**src/rtl/htc_pkg.sv**
```systemverilog
// shared widths, types and fixed-point constants for the humidity and temperature conversion
// no dependencies
package htc_pkg;

    localparam int unsigned RH_W   = 12;
    localparam int unsigned TICK_W = 14;
    localparam int unsigned TEMP_W = 15;
    localparam int unsigned HUM_W  = 14;
    localparam int unsigned NUM_W  = 41;
    localparam int unsigned PIPE_DEPTH = 7;

    typedef logic        [RH_W-1:0]   t_rh;
    typedef logic        [TICK_W-1:0] t_ticks;
    typedef logic signed [TEMP_W-1:0] t_temp;
    typedef logic        [HUM_W-1:0]  t_hum;
    typedef logic signed [NUM_W-1:0]  t_num;

    // numerator is divided by five throughout, so the quotient divisor is 2e7
    localparam logic        [38:0]      LIN_K    = 39'd73400000;
    localparam logic        [35:0]      SQ_K     = 36'd3191;
    localparam t_num                    NUM_OFS  = 41'sd4093600000;
    localparam t_num                    TC_K     = 41'sd200;
    localparam logic signed [14:0]      T_REF    = 15'sd6470;
    localparam t_temp                   T_OFS    = 15'sd3970;
    localparam logic        [15:0]      FAC_BASE = 16'd1000;

    // floor(m / 2e7) = floor((m >> 7) / 156250), reciprocal with one correction step
    localparam logic        [61:0]      RECIP    = 62'd1801439850;
    localparam logic        [31:0]      DIV_K    = 32'd156250;
    localparam logic        [32:0]      DIV_K33  = 33'd156250;
    localparam t_num                    NUM_LO   = 41'sd200000000;
    localparam t_num                    NUM_HI   = 41'sd200000000000;
    localparam t_hum                    HUM_MIN  = 14'd10;
    localparam t_hum                    HUM_MAX  = 14'd10000;

endpackage

```
**src/rtl/htc_poly.sv**
```systemverilog
// three-stage polynomial datapath giving the scaled humidity numerator
// depends on htc_pkg
module htc_poly
    import htc_pkg::*;
(
    input  logic   i_clk,
    input  logic   i_en,
    input  t_rh    i_rh,
    input  t_ticks i_t,
    output t_num   o_num
);

    logic        [23:0] r_sq;
    logic        [38:0] r_lin;
    logic signed [14:0] r_dt;
    logic        [15:0] r_fac;

    logic        [35:0] r_sqk;
    logic signed [29:0] r_de;
    logic        [38:0] r_lin2;

    t_num               r_num;

    logic signed [29:0] n_de;
    t_num               n_num;

    always_comb begin
        n_de  = 30'(r_dt) * 30'($signed({1'b0, r_fac}));
        n_num = 41'($signed({1'b0, r_lin2})) - 41'($signed({1'b0, r_sqk}))
              - NUM_OFS + 41'(r_de) * TC_K;
    end

    always_ff @(posedge i_clk) begin
        if (i_en) begin
            // stage 1
            r_sq   <= {12'b0, i_rh} * {12'b0, i_rh};
            r_lin  <= 39'(i_rh) * LIN_K;
            r_dt   <= $signed({1'b0, i_t}) - T_REF;
            r_fac  <= FAC_BASE + {1'b0, i_rh, 3'b000};
            // stage 2
            r_sqk  <= 36'(r_sq) * SQ_K;
            r_de   <= n_de;
            r_lin2 <= r_lin;
            // stage 3
            r_num  <= n_num;
        end
    end

    assign o_num = r_num;

endmodule

```
**src/rtl/htc_div.sv**
```systemverilog
// three-stage constant division by reciprocal with correction and clamp
// depends on htc_pkg
module htc_div
    import htc_pkg::*;
(
    input  logic i_clk,
    input  logic i_en,
    input  t_num i_num,
    output t_hum o_hum
);

    logic [61:0] r_prod;
    logic [30:0] r_x;
    logic        r_lo;
    logic        r_hi;

    t_hum        r_qe;
    logic [31:0] r_qm;
    logic [30:0] r_x2;
    logic        r_lo2;
    logic        r_hi2;

    t_hum        r_hum;

    logic [32:0] n_diff;
    t_hum        n_q;
    t_hum        n_hum;

    always_comb begin
        n_diff = {2'b00, r_x2} - {1'b0, r_qm};
        n_q    = r_qe + 14'(n_diff >= DIV_K33);
        if (r_lo2) begin
            n_hum = HUM_MIN;
        end else if (r_hi2) begin
            n_hum = HUM_MAX;
        end else begin
            n_hum = n_q;
        end
    end

    always_ff @(posedge i_clk) begin
        if (i_en) begin
            // stage 4
            r_prod <= 62'(i_num[37:7]) * RECIP;
            r_x    <= i_num[37:7];
            r_lo   <= i_num < NUM_LO;
            r_hi   <= i_num >= NUM_HI;
            // stage 5
            r_qe   <= r_prod[61:48];
            r_qm   <= 32'(r_prod[61:48]) * DIV_K;
            r_x2   <= r_x;
            r_lo2  <= r_lo;
            r_hi2  <= r_hi;
            // stage 6
            r_hum  <= n_hum;
        end
    end

    assign o_hum = r_hum;

endmodule

```
**src/rtl/humidity_temperature_conversion.sv**
```systemverilog
// top level of the humidity and temperature conversion pipeline
// depends on htc_pkg, htc_poly and htc_div
// Converts one raw reading pair per clock into temperature in hundredths of a degree and
// compensated relative humidity in hundredths of a percent, clamped to 10..10000. The pipeline
// has seven register stages: the input register, three polynomial stages and three division
// stages. The result is valid once the request has passed through all of them. A new request
// is taken every cycle unless a result waits at the output, in which case the whole pipeline
// holds.
module humidity_temperature_conversion
    import htc_pkg::*;
(
    input  logic        i_clk,
    input  logic        i_rst_n,
    input  logic        i_s_tvalid,
    output logic        o_s_tready,
    input  logic [31:0] i_s_tdata,  // humidity_ticks[11:0], temperature_ticks[25:12], zero
    output logic        o_m_tvalid,
    input  logic        i_m_tready,
    output logic [31:0] o_m_tdata   // temperature_centi[14:0], humidity_centi[28:15], zero
);

    logic                  n_en;
    logic [PIPE_DEPTH-1:0] r_vld;
    t_rh                   r_rh;
    t_ticks                r_t;
    t_temp                 r_tc [PIPE_DEPTH];
    t_num                  w_num;
    t_hum                  w_hum;

    assign n_en = ~r_vld[PIPE_DEPTH-1] | i_m_tready;

    always_ff @(posedge i_clk) begin
        if (!i_rst_n) begin
            r_vld <= '0;
        end else if (n_en) begin
            r_vld <= {r_vld[PIPE_DEPTH-2:0], i_s_tvalid};
        end
    end

    always_ff @(posedge i_clk) begin
        if (n_en) begin
            r_rh    <= i_s_tdata[11:0];
            r_t     <= i_s_tdata[25:12];
            r_tc[0] <= $signed({1'b0, i_s_tdata[25:12]}) - T_OFS;
            for (int i = 1; i < PIPE_DEPTH; i++) begin
                r_tc[i] <= r_tc[i-1];
            end
        end
    end

    htc_poly u_poly (
        .i_clk (i_clk),
        .i_en  (n_en),
        .i_rh  (r_rh),
        .i_t   (r_t),
        .o_num (w_num)
    );

    htc_div u_div (
        .i_clk (i_clk),
        .i_en  (n_en),
        .i_num (w_num),
        .o_hum (w_hum)
    );

    assign o_s_tready = n_en;
    assign o_m_tvalid = r_vld[PIPE_DEPTH-1];
    assign o_m_tdata  = {3'b000, w_hum, r_tc[PIPE_DEPTH-1]};

endmodule

```
**config.mk**
```make
export PLATFORM = sky130hd
export DESIGN_NAME = humidity_temperature_conversion
export DESIGN_NICKNAME = d
export VERILOG_FILES = /design/src/rtl/htc_pkg.sv /design/src/rtl/htc_poly.sv /design/src/rtl/htc_div.sv /design/src/rtl/humidity_temperature_conversion.sv
export SDC_FILE = /design/constraint.sdc
export NUM_CORES = 2
export LEC_CHECK = 0
export ABC_CLOCK_PERIOD_IN_PS = 10350
export BUFFER_PORTS_ARGS = -buffer_cell sky130_fd_sc_hd__buf_2
export CAP_MARGIN = 20
export CELL_PAD_IN_SITES_DETAIL_PLACEMENT = 0
export CELL_PAD_IN_SITES_GLOBAL_PLACEMENT = 1
export CORE_ASPECT_RATIO = 0.7
export CORE_MARGIN = 5
export CORE_UTILIZATION = 49
export CTS_BUF_LIST = sky130_fd_sc_hd__clkbuf_2
export CTS_CLUSTER_DIAMETER = 120
export DETAILED_ROUTE_END_ITERATION = 16
export PLACE_DENSITY_LB_ADDON = 0.12
export SYNTH_ARGS = -nofsm -noshare
export SYNTH_HDL_FRONTEND = slang
export SYNTH_SLANG_ARGS = --single-unit
```
**constraint.sdc**
```tcl
create_clock -name i_clk -period 10.35 [get_ports i_clk]
set_clock_uncertainty 0.1 [all_clocks]
set_input_delay 0.5175 -clock i_clk [delete_from_list [all_inputs] [get_ports i_clk]]
set_output_delay 0.5175 -clock i_clk [all_outputs]
set_load 0.01 [all_outputs]
```
==> run metrics <==
status=finished clean; Port Buffers=60; WL/cell=19.4 µm; Routed Wire Length=160,000 µm; Slew Limit Fails=0; Die X=449 µm; register bit total from synthesis=487; maximum net fanout on the critical path=9; depth of the CTS H-tree=3; Async S/R FF share, synth=0%; Clock Path Buffers=3; Synth area leaders=fa_1, edfxtp_1, ha_1, inv_1, xnor2_1; prevailing post-synth register cell=edfxtp_1; Clock Sinks=487; Post-Syn Area=66,100 µm²; Final GP Congestion=0.981; Netlist cell types=81; CTS tree=done; Post-Synthesis Cells=6,184; num ports=70; EDFF count, synth=480; die footprint=142,000 µm²; worst slew margin relative to its limit=27.5%; worst reg2reg path depth=23; Initial Util=49.5%; top-count cell post-synth=inv_1; Worst EP arrival=9.68 ns; WS Path Type=register to register; worst skew pair latency=1.44 ns; core footprint=134,000 µm²; critical path endpoint category=register; CP max stage delay=0.79 ns; Min-Delay Path Class=register to register; placed cell area=68,600 µm²; Max Cap Viol=0; Worst Hold Slack=0.196 ns; first-pass GRT wire length=254,000 µm; CP Cell Sequence=inv_1 > ha_1 > inv_1 > fa_1 > fa_1 > fa_1 > fa_1 > fa_1 > fa_1 > inv_1 > fa_1 > inv_1 > ha_1 > and3_1 > a221o_1 > a21oi_1 > nor3b_1 > a2111oi_0 > o22ai_1 > a211oi_1 > o31ai_1 > a21oi_1 > xnor2_1; grt total ovfl=0; WHS Endpoint=u_div.r_x2[23]$_DFFE_PP_; FF-to-FF Start=u_poly.o_num[30]$_DFFE_PP_; vias in the first global route=44,000; row cnt=112; slowest CP cell=edfxtp_1; Clock transition at path regs=0.16 ns; DRC=0; Final ANT Viol Nets=0; hold depth=0; GRT Overall Usage=23.1%; most common library cells after synthesis=inv_1, ha_1, fa_1; fmax=115 MHz; starting DRC count in detailed routing=2,767; post-CTS setup-driven buffer insertion count=0; Req. time, crit path=11.31 ns; Hold Violations, Final=0; post-synth top area cell=fa_1; clock buffer count from CTS=116; Ys Warns=0; setup TNS=0 ns; initial antenna violation count=5; post-DP HPWL=137,000 µm; r2r endpoint=u_div.r_prod[61]$_DFFE_PP_; Die Y=317 µm; Seq/Total Area, Yosys=22.0%; layout cells sized above 1=4.76%; final setup vio count=0; DR vias=42,300; Vias/cell=5.12; RSZ-0062 raised after global routing=no; post-layout min period=8.72 ns; CP Launch Type=register; Initial DRT Pass Iterations=5; CTS Root Buffer Type=clkbuf_2; Yosys top cell area share=30.9%; final core utilization=52.6%; r2r setup slk=1.63 ns; area grow syn2layout=6.31%; largest net degree at the start of global routing=143; cell mode on critical path=fa_1; crit share post-route=84.2%; hold_sp=u_div.r_x[23]$_DFFE_PP_; Worst-Margin Slew=1.09 ns; nets@finish=8,475; finished layout cell area=70,300 µm²; Mapped Avg Cell Area=10.7 µm²
[layout by cell type (no fill, tap or decap), types with 7 or more instances in the layout]
master	instances
o21ai_0	135
buf_4	17
a21boi_0	10
and2_1	86
dlygate4sd3_1	62
nor4_1	10
nor2_1	188
o2111ai_1	14
a211oi_1	22
o21a_1	44
o21bai_1	29
dfxtp_1	7
ha_1	1028
a21o_1	100
o211ai_1	21
clkinv_1	31
buf_2	60
clkbuf_2	167
and3_1	23
inv_1	1628
o31ai_1	11
and4_1	8
a21oi_1	238
or3_1	20
nand2_1	288
a31oi_1	27
o31a_1	7
diode_2	9
nand3_1	54
nor2b_1	31
or2_2	24
fa_1	1019
nand2b_1	42
nand4_1	25
nor3_1	68
xor2_1	104
a211o_1	8
edfxtp_1	480
a2111oi_0	9
xnor2_1	200
[cell type report]
cell class	instances	area, µm²
timing repair buffer	140	1070
fill	12100	63400
tap	1767	2210
sequential	487	14600
antenna	9	22.5
clock inverter	35	235
multi-input combinational	4010	45200
clock buffer	167	836
inverter	1637	6150
[per-layer routing]
layer | up-vias | track usage (%) | part of all wire [%]
met2 | 922 | 33.9 | 42
met1 | 21000 | 35.6 | 50
met5 | - | 0 | 0
li1 | 20300 | - | -
met4 | 0 | 3.57 | 1.2
met3 | 116 | 5.44 | 7.1
[repair_timing]
action | 4_1_cts | 5_1_grt
hold buffers | 62 | 0
endpoints found under the setup margin | 0 | 0
endpoints found under the hold margin | 67 | 0
gates resized for setup | 0 | 0
[sequential cells by signal, summed over array words and instances (netlist names), 14 cells and up]
register       cells
u_poly.r_de       27
u_poly.r_lin      32
u_poly.r_lin2     32
u_poly.r_sq       23
u_div.r_qe        14
u_div.r_x2        30
u_div.r_qm        29
u_div.o_hum       14
u_poly.r_dt       15
u_div.r_x         30
r_tc             103
r_t               14
u_div.r_prod      14
u_poly.r_sqk      35
u_poly.o_num      40
[cells by family after synthesis]
| group | after synthesis | synth area share, % |
|---|---|---|
| fa+ha+maj | 2047 | 50.3 |
| simple gates | 892 | 6.50 |
| compound gates | 757 | 7.42 |
| xor+xnor | 304 | 4.03 |
| other cells | 1 | 0.00567 |
| flops | 487 | 22.0 |
| buf+inv | 1689 | 9.62 |
| mux | 7 | 0.108 |
[critical path: cells and delay by family (launching register included)]
family / cells / cell delay (ns)
flip-flops: 1 / 0.79
AO/OA/AOI/OAI: 7 / 2.20
adder cells (fa/ha/maj): 9 / 4.59
buffers and inverters: 4 / 0.48
AND/OR/NAND/NOR: 2 / 0.27
XOR/XNOR: 1 / 0.08
[through the flow]
stage	setup WS, ns	cells
2_1_floorplan	1.56	6186
3_3_place_gp	1.69	7979
3_5_place_dp	1.65	7979
4_1_cts	1.57	8243
5_1_grt	1.16	8250
6_report	1.63	8252
[worst max path at each step]
stage / startpoint / endpoint / slack (ns) / cells after the start
after floorplan: i_m_tready / r_rh[0]$_DFFE_PP_ / 1.56 / 3
after CTS: u_poly.o_num[12]$_DFFE_PP_ / u_div.r_prod[61]$_DFFE_PP_ / 1.57 / 22
after global placement: u_poly.o_num[30]$_DFFE_PP_ / u_div.r_prod[61]$_DFFE_PP_ / 1.69 / 23
final: u_poly.o_num[30]$_DFFE_PP_ / u_div.r_prod[61]$_DFFE_PP_ / 1.63 / 23
after detailed placement: u_poly.o_num[11]$_DFFE_PP_ / u_div.r_prod[61]$_DFFE_PP_ / 1.65 / 22
after global routing: u_poly.o_num[13]$_DFFE_PP_ / u_div.r_prod[61]$_DFFE_PP_ / 1.16 / 22
Power is not shown: default switching activity piles up to over one toggle a cycle in this logic, so the estimate is an artifact.
